**src/design/assert_macros.svh**
```systemverilog
// Assertion macros shared by the status lamp sequencer RTL.
// No dependencies; include by bare file name where assertions are written.
`ifndef ASSERT_MACROS_SVH
`define ASSERT_MACROS_SVH

// Clocked check that is switched off while reset is held.
`define SLPS_ASSERT(lbl, clk, rst_n, prop) \
  lbl: assert property (@(posedge clk) disable iff (!rst_n) prop) \
    else $error("slps assertion failed");

// Clocked check that also holds across reset.
`define SLPS_ASSERT_ALWAYS(lbl, clk, prop) \
  lbl: assert property (@(posedge clk) prop) \
    else $error("slps assertion failed");

`endif

```
**src/design/slps_pkg.sv**
```systemverilog
// Shared types and constants of the status lamp pattern sequencer.
// No dependencies; used by slps_cfg_regs, slps_core and the top level.
package slps_pkg;

  // Display states, same encoding as the command field.
  typedef enum logic [2:0] {
    ST_OFF      = 3'd0,
    ST_BOOTING  = 3'd1,
    ST_OK       = 3'd2,
    ST_SETUP    = 3'd3,
    ST_RADIO    = 3'd4,
    ST_ACTION   = 3'd5,
    ST_WARNING  = 3'd6,
    ST_CRITICAL = 3'd7
  } led_state_t;

  // Register map.
  localparam int unsigned ADDR_W       = 3;
  localparam logic        REG_FRAME_MS = 1'b0;
  localparam int unsigned FRAME_W      = 10;
  localparam logic [FRAME_W-1:0] FRAME_MS_RESET = 10'd100;

  // Time base and blink phases.
  localparam int unsigned TIME_W       = 32;
  localparam logic [3:0]  PHASE10_LAST = 4'd9;
  localparam logic [3:0]  BLINK_HALF   = 4'd5;
  localparam logic [3:0]  ACTION_ON    = 4'd7;
  localparam logic [1:0]  RADIO_HALF   = 2'd2;

  // One rendered frame.
  typedef struct packed {
    logic       red;
    logic       green;
    logic       yellow;
    led_state_t shown;
  } frame_out_t;

endpackage

```
**src/design/status_led_pattern_sequencer.sv**
```systemverilog
// Top level of the status lamp pattern sequencer: input and result
// registers around slps_core, plus slps_cfg_regs. Depends on slps_pkg.
//
//   channel  direction  handshake             payload
//   in       input      in_valid / in_ready   in_cmd_valid, in_cmd_state, in_cmd_duration_ms
//   out      output     out_valid / out_ready out_red_on, out_green_on, out_yellow_on,
//                                             out_shown_state
//   cfg      input      psel/penable/pwrite   paddr, pwdata, prdata, pready (always high)
//
// One item per cycle sustained while out_ready is high; each item passes through
// the input register and then through the frame logic into the result
// register. Synchronous active-low reset clears the time base, states,
// phases and both valid flags; frame_ms resets to 100. When out_ready is low
// the result holds, one more item waits in the input register, and in_ready
// then drops.
`include "assert_macros.svh"

module status_led_pattern_sequencer (
  input  logic                         clk,
  input  logic                         rst_n,
  input  logic                         in_valid,
  output logic                         in_ready,
  input  logic                         in_cmd_valid,
  input  logic [2:0]                   in_cmd_state,
  input  logic [31:0]                  in_cmd_duration_ms,
  output logic                         out_valid,
  input  logic                         out_ready,
  output logic                         out_red_on,
  output logic                         out_green_on,
  output logic                         out_yellow_on,
  output logic [2:0]                   out_shown_state,
  input  logic                         psel,
  input  logic                         penable,
  input  logic                         pwrite,
  input  logic [slps_pkg::ADDR_W-1:0]  paddr,
  input  logic [31:0]                  pwdata,
  output logic [31:0]                  prdata,
  output logic                         pready
);

  logic                         s1_valid_r, s1_valid_nxt;
  logic                         s1_cmd_valid_r;
  logic [2:0]                   s1_cmd_state_r;
  logic [31:0]                  s1_dur_r;
  logic                         out_valid_r, out_valid_nxt;
  slps_pkg::frame_out_t         out_r;
  slps_pkg::frame_out_t         frame_out;
  logic [slps_pkg::FRAME_W-1:0] frame_ms;
  logic                         in_fire;
  logic                         s1_adv;

  slps_cfg_regs u_cfg (
    .clk      (clk),
    .rst_n    (rst_n),
    .psel     (psel),
    .penable  (penable),
    .pwrite   (pwrite),
    .paddr    (paddr),
    .pwdata   (pwdata),
    .prdata   (prdata),
    .pready   (pready),
    .frame_ms (frame_ms)
  );

  slps_core u_core (
    .clk             (clk),
    .rst_n           (rst_n),
    .step            (s1_adv),
    .cmd_valid       (s1_cmd_valid_r),
    .cmd_state       (s1_cmd_state_r),
    .cmd_duration_ms (s1_dur_r),
    .frame_ms        (frame_ms),
    .frame_out       (frame_out)
  );

  // Pipeline flow control.
  assign s1_adv        = s1_valid_r && (!out_valid_r || out_ready);
  assign in_ready      = !s1_valid_r || s1_adv;
  assign in_fire       = in_valid && in_ready;
  assign s1_valid_nxt  = in_fire || (s1_valid_r && !s1_adv);
  assign out_valid_nxt = s1_adv || (out_valid_r && !out_ready);

  always_ff @(posedge clk) begin
    if (!rst_n) begin
      s1_valid_r  <= 1'b0;
      out_valid_r <= 1'b0;
    end else begin
      s1_valid_r  <= s1_valid_nxt;
      out_valid_r <= out_valid_nxt;
    end
  end

  // Input register takes the accepted item.
  always_ff @(posedge clk) begin
    if (in_fire) begin
      s1_cmd_valid_r <= in_cmd_valid;
      s1_cmd_state_r <= in_cmd_state;
      s1_dur_r       <= in_cmd_duration_ms;
    end
  end

  // Result register takes the rendered frame.
  always_ff @(posedge clk) begin
    if (s1_adv) begin
      out_r <= frame_out;
    end
  end

  assign out_valid       = out_valid_r;
  assign out_red_on      = out_r.red;
  assign out_green_on    = out_r.green;
  assign out_yellow_on   = out_r.yellow;
  assign out_shown_state = out_r.shown;

  // Checks on flow control and lamp decode.
  `SLPS_ASSERT(a_stall_only_when_full, clk, rst_n,
    !in_ready |-> (s1_valid_r && out_valid_r && !out_ready))
  `SLPS_ASSERT_ALWAYS(a_reset_empties, clk,
    !rst_n |=> (!s1_valid_r && !out_valid_r))
  `SLPS_ASSERT(a_off_is_dark, clk, rst_n,
    (out_valid_r && (out_r.shown == slps_pkg::ST_OFF)) |-> !(out_r.red || out_r.green || out_r.yellow))
  `SLPS_ASSERT(a_red_only_critical, clk, rst_n,
    (out_valid_r && out_r.red) |-> (out_r.shown == slps_pkg::ST_CRITICAL))

endmodule

```
**src/design/slps_cfg_regs.sv**
```systemverilog
// APB-style configuration register block holding the frame length.
// Depends on slps_pkg for the register map.
module slps_cfg_regs (
  input  logic                          clk,
  input  logic                          rst_n,
  input  logic                          psel,
  input  logic                          penable,
  input  logic                          pwrite,
  input  logic [slps_pkg::ADDR_W-1:0]   paddr,
  input  logic [31:0]                   pwdata,
  output logic [31:0]                   prdata,
  output logic                          pready,
  output logic [slps_pkg::FRAME_W-1:0]  frame_ms
);

  logic [slps_pkg::FRAME_W-1:0] frame_ms_r;
  logic [slps_pkg::FRAME_W-1:0] frame_ms_nxt;
  logic                         sel_frame;

  // The word index is the upper address bit; only index zero exists.
  assign sel_frame = (paddr[slps_pkg::ADDR_W-1] == slps_pkg::REG_FRAME_MS);

  // Write in the access phase.
  always_comb begin
    frame_ms_nxt = frame_ms_r;
    if (psel && penable && pwrite && sel_frame) begin
      frame_ms_nxt = pwdata[slps_pkg::FRAME_W-1:0];
    end
  end

  always_ff @(posedge clk) begin
    if (!rst_n) begin
      frame_ms_r <= slps_pkg::FRAME_MS_RESET;
    end else begin
      frame_ms_r <= frame_ms_nxt;
    end
  end

  // Read back; unmapped words read as zero.
  assign prdata   = sel_frame ? {{(32 - slps_pkg::FRAME_W){1'b0}}, frame_ms_r} : 32'd0;
  assign pready   = 1'b1;
  assign frame_ms = frame_ms_r;

endmodule

```
**src/design/slps_core.sv**
```systemverilog
// Frame state: millisecond clock, temporary and persistent states, blink
// phases, and the lamp pattern decode. Depends on slps_pkg.
module slps_core (
  input  logic                          clk,
  input  logic                          rst_n,
  input  logic                          step,
  input  logic                          cmd_valid,
  input  logic [2:0]                    cmd_state,
  input  logic [31:0]                   cmd_duration_ms,
  input  logic [slps_pkg::FRAME_W-1:0]  frame_ms,
  output slps_pkg::frame_out_t          frame_out
);

  logic [slps_pkg::TIME_W-1:0] now_ms_r, now_ms_nxt;
  logic [slps_pkg::TIME_W-1:0] temp_end_ms_r, temp_end_ms_nxt;
  slps_pkg::led_state_t        persist_r, persist_nxt;
  slps_pkg::led_state_t        render_r, render_nxt;
  logic [3:0]                  phase_ten_r, phase_ten_nxt;
  logic [1:0]                  phase_four_r, phase_four_nxt;
  slps_pkg::led_state_t        cmd_st;
  logic                        red, green, yellow;

  assign cmd_st = slps_pkg::led_state_t'(cmd_state);

  // Command handling and the return to the persistent state.
  always_comb begin
    temp_end_ms_nxt = temp_end_ms_r;
    persist_nxt     = persist_r;
    render_nxt      = render_r;
    if (cmd_valid) begin
      if (cmd_duration_ms != 32'd0) begin
        render_nxt      = cmd_st;
        temp_end_ms_nxt = now_ms_r + cmd_duration_ms;
      end else begin
        persist_nxt = cmd_st;
        if (now_ms_r >= temp_end_ms_r) begin
          render_nxt = cmd_st;
        end
      end
    end
    // A temporary state that has run out, possibly in this very frame.
    if ((render_nxt != persist_nxt) && (now_ms_r >= temp_end_ms_nxt)) begin
      render_nxt = persist_nxt;
    end
  end

  // Blink phases step before the lamps are decoded; time steps after.
  assign phase_ten_nxt  = (phase_ten_r >= slps_pkg::PHASE10_LAST) ? 4'd0 : phase_ten_r + 4'd1;
  assign phase_four_nxt = phase_four_r + 2'd1;
  assign now_ms_nxt     = now_ms_r + {{(slps_pkg::TIME_W - slps_pkg::FRAME_W){1'b0}}, frame_ms};

  // Lamp patterns of each state.
  always_comb begin
    red    = 1'b0;
    green  = 1'b0;
    yellow = 1'b0;
    case (render_nxt)
      slps_pkg::ST_BOOTING: begin
        yellow = (phase_ten_nxt < slps_pkg::BLINK_HALF);
      end
      slps_pkg::ST_OK: begin
        green = 1'b1;
      end
      slps_pkg::ST_SETUP: begin
        yellow = (phase_ten_nxt < slps_pkg::BLINK_HALF);
        green  = !(phase_ten_nxt < slps_pkg::BLINK_HALF);
      end
      slps_pkg::ST_RADIO: begin
        green  = 1'b1;
        yellow = (phase_four_nxt < slps_pkg::RADIO_HALF);
      end
      slps_pkg::ST_ACTION: begin
        green = (phase_ten_nxt < slps_pkg::ACTION_ON);
      end
      slps_pkg::ST_WARNING: begin
        yellow = 1'b1;
      end
      slps_pkg::ST_CRITICAL: begin
        red = !phase_four_nxt[0];
      end
      default: begin
      end
    endcase
  end

  assign frame_out = '{red: red, green: green, yellow: yellow, shown: render_nxt};

  // State advances once per frame that moves to the result register.
  always_ff @(posedge clk) begin
    if (!rst_n) begin
      now_ms_r      <= '0;
      temp_end_ms_r <= '0;
      persist_r     <= slps_pkg::ST_OFF;
      render_r      <= slps_pkg::ST_OFF;
      phase_ten_r   <= '0;
      phase_four_r  <= '0;
    end else if (step) begin
      now_ms_r      <= now_ms_nxt;
      temp_end_ms_r <= temp_end_ms_nxt;
      persist_r     <= persist_nxt;
      render_r      <= render_nxt;
      phase_ten_r   <= phase_ten_nxt;
      phase_four_r  <= phase_four_nxt;
    end
  end

endmodule
```
**config.mk**
```make
export PLATFORM = sky130hd
export DESIGN_NAME = status_led_pattern_sequencer
export DESIGN_NICKNAME = d
export VERILOG_FILES = /design/src/design/slps_pkg.sv /design/src/design/status_led_pattern_sequencer.sv /design/src/design/slps_cfg_regs.sv /design/src/design/slps_core.sv
export VERILOG_INCLUDE_DIRS = /design/src /design/src/design
export SDC_FILE = /design/constraint.sdc
export NUM_CORES = 1
export LEC_CHECK = 0
export BUFFER_PORTS_ARGS = -buffer_cell sky130_fd_sc_hd__buf_2
export CORE_MARGIN = 2
export CORE_UTILIZATION = 54
export CTS_CLUSTER_SIZE = 40
export DETAILED_ROUTE_END_ITERATION = 6
export HOLD_SLACK_MARGIN = 0.06
export MAX_ROUTING_LAYER = met4
export PLACE_DENSITY = 0.79
export SYNTH_ARGS = -nofsm -noshare
export SYNTH_HDL_FRONTEND = slang
export SYNTH_HIERARCHICAL = 1
export SYNTH_SLANG_ARGS = --single-unit
export TNS_END_PERCENT = 5
```
**constraint.sdc**
```tcl
create_clock -name clk -period 6.5 [get_ports clk]
set_input_delay 0.325 -clock clk [delete_from_list [all_inputs] [get_ports clk]]
set_output_delay 0.325 -clock clk [all_outputs]
set_load 0.005 [all_outputs]
```
Word-level counts from Yosys, hierarchy flattened
Cells that the tools add are included.
W data, S select, Z words.
{ "totals": {"out_inout_bits": 41, "in_bits": 78, "elab_cells": 68, "regBits": 130} }
{ "op_classes": {"reduce_logical": 21, "n_lt_le_gt_ge": 6, "n_addsub": 4, "bitwise_logic": 1, "n_eq_ne": 8, "n_mux": 12} }
{ "ops": {"columns": ["cell", "n"], "rows": [
  ["$ge A32 B32 Y1", 2],
  ["$mux W32", 2],
  ["$add A32 B10 Y32", 1],
  ["$add A32 B32 Y32", 1],
  ["$reduce_bool A32 Y1", 1],
  ["$mux W3", 6],
  ["$eq A3 B3 Y1 const B", 4],
  ["$mux W10", 1],
  ["$logic_and A1 B1 Y1", 8],
  ["$lt A4 B3 Y1 const B", 2],
  ["$eq A3 B2 Y1 const B", 2],
  ["$logic_not A1 Y1", 6],
  ["$pmux W1 S3", 2],
  ["$add A4 B1 Y4 const B", 1],
  ["$ge A4 B4 Y1 const B", 1],
  ["$logic_or A1 B1 Y1", 4],
  ["$mux W4", 1],
  ["$reduce_or A2 Y1", 2],
  ["$eq A3 B1 Y1 const B", 1],
  ["$ne A3 B3 Y1", 1],
  ["$add A2 B1 Y2 const B", 1],
  ["$lt A2 B2 Y1 const B", 1],
  ["$not A1 Y1", 1]
]} }

Logic depth before layout (Yosys ltp)
{ "depth": {"depth_word": 10, "depth_mapped": 24, "depth_no_buf": 23} }

Cells and area by module
The synthesis kept the hierarchy.
{ "modules_own_cells": {"columns": ["mod", "area_each_um2", "seq_area_each_um2", "instances", "cells_per_inst"], "rows": [
  ["slps_core", 6952.9, 1521.5, 1, 877],
  ["status_led_pattern_sequencer", 1365.1, 1301.2, 1, 51],
  ["slps_cfg_regs", 665.6, 200.2, 1, 80]
]} }

Worst setup path before layout
Ideal clock, no wire load.
{ "synth_path": {"path_type": "register -> register", "start": "reg s1_dur_r[12]", "end": "reg out_r, in the netlist out_green_on, data pin", "period_less_slack_ns": 5.285, "arrival_time_ns": 5.034, "setup_slack_ns": 1.215, "path_buffers": 1, "required_time_ns": 6.249, "path_stages_with_launch": 23, "setup_time_ns": 0.251, "cell_sequence": "edfxtp_1 -> ha_1 -> a21o_1 -> a21o_1 -> a2111oi_0 -> o21ai_0 -> a31oi_1 -> a21oi_1 -> a311oi_1 -> xnor2_1 -> mux2i_1 -> ha_1 -> a21o_1 -> a21o_1 -> a21o_1 -> a211oi_1 -> o21ai_1 -> a21o_1 -> or3_4 -> a311oi_4 -> nand3b_2 -> a22o_1 -> buf_4"} }
{ "synth_lines": {"columns": ["item", "line_no", "rtl"], "rows": [
  ["start, declared", "status_led_pattern_sequencer.sv:44", "logic [31:0] s1_dur_r;"],
  ["start signal, assigned", "status_led_pattern_sequencer.sv:98", "s1_dur_r <= in_cmd_duration_ms;"],
  ["end signal, assigned", "status_led_pattern_sequencer.sv:105", "out_r <= frame_out;"],
  ["end, declared", "status_led_pattern_sequencer.sv:46", "slps_pkg::frame_out_t out_r;"]
]} }

==> flow_summary_export.csv <==
group,metric,value,unit
status,outcome,"completed",
yosys,synthCells,1008,
placed_design,io_buffers,71,
clock_network,numCtsBuffers,17,
worst_setup_path,rr_startpoint,"s1_dur_r[1]",
yosys,ys_types,70,
clock_network,clk_pin_slew,0.06,ns
global_routing,grt_max_degree,63,
power,power_density,201,nW/um^2
layout,final_common_cell,"ha_1",
drt,antenna_left,0,
layout,nNetsFinal,1282,
clock_network,cts.path.max_buffers,2,
worst_setup_path,critical_path_class,"reg -> reg",
layout,final_util,62.5,%
worst_setup_path,rrSetupSlack,0.49,ns
global_routing,grt_pass1_vias,7145,
layout,antenna_cells,0,
yosys,syn-cell-area,8980,sq um
yosys,synth_edf_count,42,
global_routing,overflow,0,
yosys,yosysSeqAreaShare,33.6,%
die,core,16400,sq um
worst_setup_path,cp.required,6.69,ns
worst_setup_path,start_kind,"flop",
placed_design,dpl.hpwl,14900,um
sta,min_period,6.01,ns
global_routing,grt_usage,24.7,%
clock_network,postCtsHoldBufs,18,
sta,slew_viol_final,0,
worst_setup_path,worst-endpoint-arrival,6.20,ns
worst_setup_path,worstSetupEndpointType,"flop",
clock_network,root_buffer,"clkbuf_16",
drt,drtPass1Iterations,5,
die,io_pins,119,
yosys,yosys_warnings,6,
layout,layout_common_cells,"ha_1 (108), a21oi_1 (94), dfxtp_1 (88), nor2_1 (84), buf_2 (71)",
yosys,syn_area_per_cell,8.91,sq um
die,die_area,17700,sq um
clock_network,cts_tree,"built",
layout,drive_above_1_share,12.0,%
global_routing,grt_first_pass_wirelength,33900,um
sta,clock_skew,0.0115,ns
sta,final-hold-violation-count,0,
worst_setup_path,crit_fanout,6,
drt,drt_iter0_drc,456,
sta,finalSetupViolations,0,
sta,fin_tns_setup,0,ns
power,p_leak,4.50,nW
global_routing,antenna_found_initial,0,
job,cap_viol_max_count,0,
yosys,ys_seq_elements,130,
drt,via_per_inst,5.68,
layout,fill_cells,1360,
hold_path,hp-class,"in -> reg",
layout,regArea,3020,sq um
yosys,synthFlopType,"dfxtp_1",
die,start_util,54.8,%
yosys,synthArstFlopShare,0,%
clock_network,numClockSinks,130,
sta,relSlewSlack,30.8,%
clock_network,clk_latency,0.44,ns
drt,wl,20800,um
sta,fin_crit_sh,92.5,%
layout,syn2layout_area_growth,14.1,%
drt,drc,0,
drt,detail_route.wl_per_cell,15.7,um
hold_path,holdCritStartpoint,"in_cmd_duration_ms[18]",
clock_network,cts_setup_buffers,0,
clock_network,cts_resized,0,
power,peakVddDrop,0.000197,V
sta,rsz0062_at_grt,"false",
layout,multi_input_area,5490,sq um
die,die_x,133,um
worst_setup_path,reg2reg_depth,21,
drt,vias,7534,
die,row_count,47,
worst_setup_path,timing.rr.end,"out_green_on",
hold_path,whs_endpoint,"s1_dur_r[18]",
sta,max_freq,166,MHz
placed_design,gp_congestion,0.865,
clock_network,htree_levels,4,
hold_path,holdPathStages,1,
sta,worst_pin_slew,1.04,ns
die,die_h,133,um
-- critical path, stage by stage (launching register included) --
cell and delay, ns:
edfxtp_1 0.43, ha_1 0.31, a21o_1 0.16, a21o_1 0.21, a211oi_1 0.40, o21ai_1 0.23, a31oi_1 0.29, a21oi_1 0.19
a311oi_1 0.46, xnor2_1 0.27, mux2i_1 0.15, ha_1 0.32, a21o_1 0.18, a21o_1 0.16, a21o_1 0.17, a211oi_1 0.23
o21ai_1 0.14, a21o_1 0.22, or3_4 0.45, a311oi_4 0.45, nand3b_2 0.13, a22o_1 0.21
-- per-stage QoR --
step,setup slack (ns),cells,hold slack (ns),instance area (sq um),power (mW)
2_1_floorplan,1.22,1029,0.424,9060,1.12
3_3_place_gp,0.685,1270,0.455,9460,1.18
3_5_place_dp,0.630,1270,0.464,9460,1.18
4_1_cts,0.604,1320,0.0602,10200,2.06
5_1_grt,0.185,1327,0.0548,10200,2.15
6_report,0.485,1327,0.0649,10200,2.06
-- kinds of logic (layout without fill, tap and decap cells) --
kind of cell | count (synthesis) | count (layout) | synth area share (%)
other cells | 2 | 23 | 0.0836
mux | 38 | 38 | 4.28
flops | 130 | 130 | 33.6
fa+ha+maj | 110 | 110 | 15.5
compound gates | 272 | 272 | 19.6
simple gates | 291 | 291 | 16.5
xor+xnor | 41 | 41 | 4.00
buf+inv | 124 | 202 | 6.35
-- synth_stat cells, types with 13 or more instances --
master,n,area share [%]
o21ai_0,42,2.3
clkbuf_1,28,1.2
a211oi_1,22,1.8
xor2_1,16,1.6
nand2_1,66,2.8
nand3_1,15,0.84
a21oi_1,95,5.3
nor3_1,13,0.72
dfxtp_1,88,20
nor2b_1,28,1.9
a21o_1,35,2.9
mux2i_1,35,3.9
buf_4,26,2.2
ha_1,108,15
xnor2_1,25,2.4
nor2_1,84,3.5
inv_1,65,2.7
nand4_1,17,1.2
edfxtp_1,42,14
-- flip-flops by register name (all words and copies together), names as in the netlist, 3 cells and up --
register,cells
u_core/render_r,3
u_core/phase_ten_r,4
s1_dur_r,32
u_cfg/frame_ms,10
out_shown_state,3
u_core/persist_r,3
u_core/now_ms_r,32
s1_cmd_state_r,3
u_core/temp_end_ms_r,32
-- layer usage --
metal	vias to the layer above	global-route usage, %	share of wire [%]
met5	-	-	0
met4	0	9.02	2.4
met3	39	4.79	5.9
met2	216	38.0	44
met1	3481	32.4	47
li1	3798	-	-
-- where the power goes --
group / internal [mW] / switching (mW)
Combinational: 0.123 / 0.160
Sequential: 0.875 / 0.0272
Clock: 0.488 / 0.388
-- worst max path at each step --
stage | startpoint | to | slack (ns) | depth (start not counted)
6_report | s1_dur_r[1] | out_green_on | 0.49 | 21
5_1_grt | u_core/now_ms_r[1] | out_green_on | 0.18 | 21
4_1_cts | u_core/now_ms_r[12] | out_green_on | 0.60 | 21
3_5_place_dp | s1_dur_r[1] | out_green_on | 0.63 | 21
3_3_place_gp | s1_dur_r[1] | out_green_on | 0.68 | 21
2_1_floorplan | s1_dur_r[12] | out_green_on | 1.22 | 22
-- layout make-up --
cell class / count / area share, %
multi-input cells: 775 / 53.6
flip-flops and latches: 130 / 29.5
clock buffers: 17 / 4.15
inverters: 67 / 2.45
repair buffers: 103 / 6.54
clock inverters: 15 / 1.09
well taps: 220 / 2.69
No activity file was read; power rests on OpenSTA's default activity.
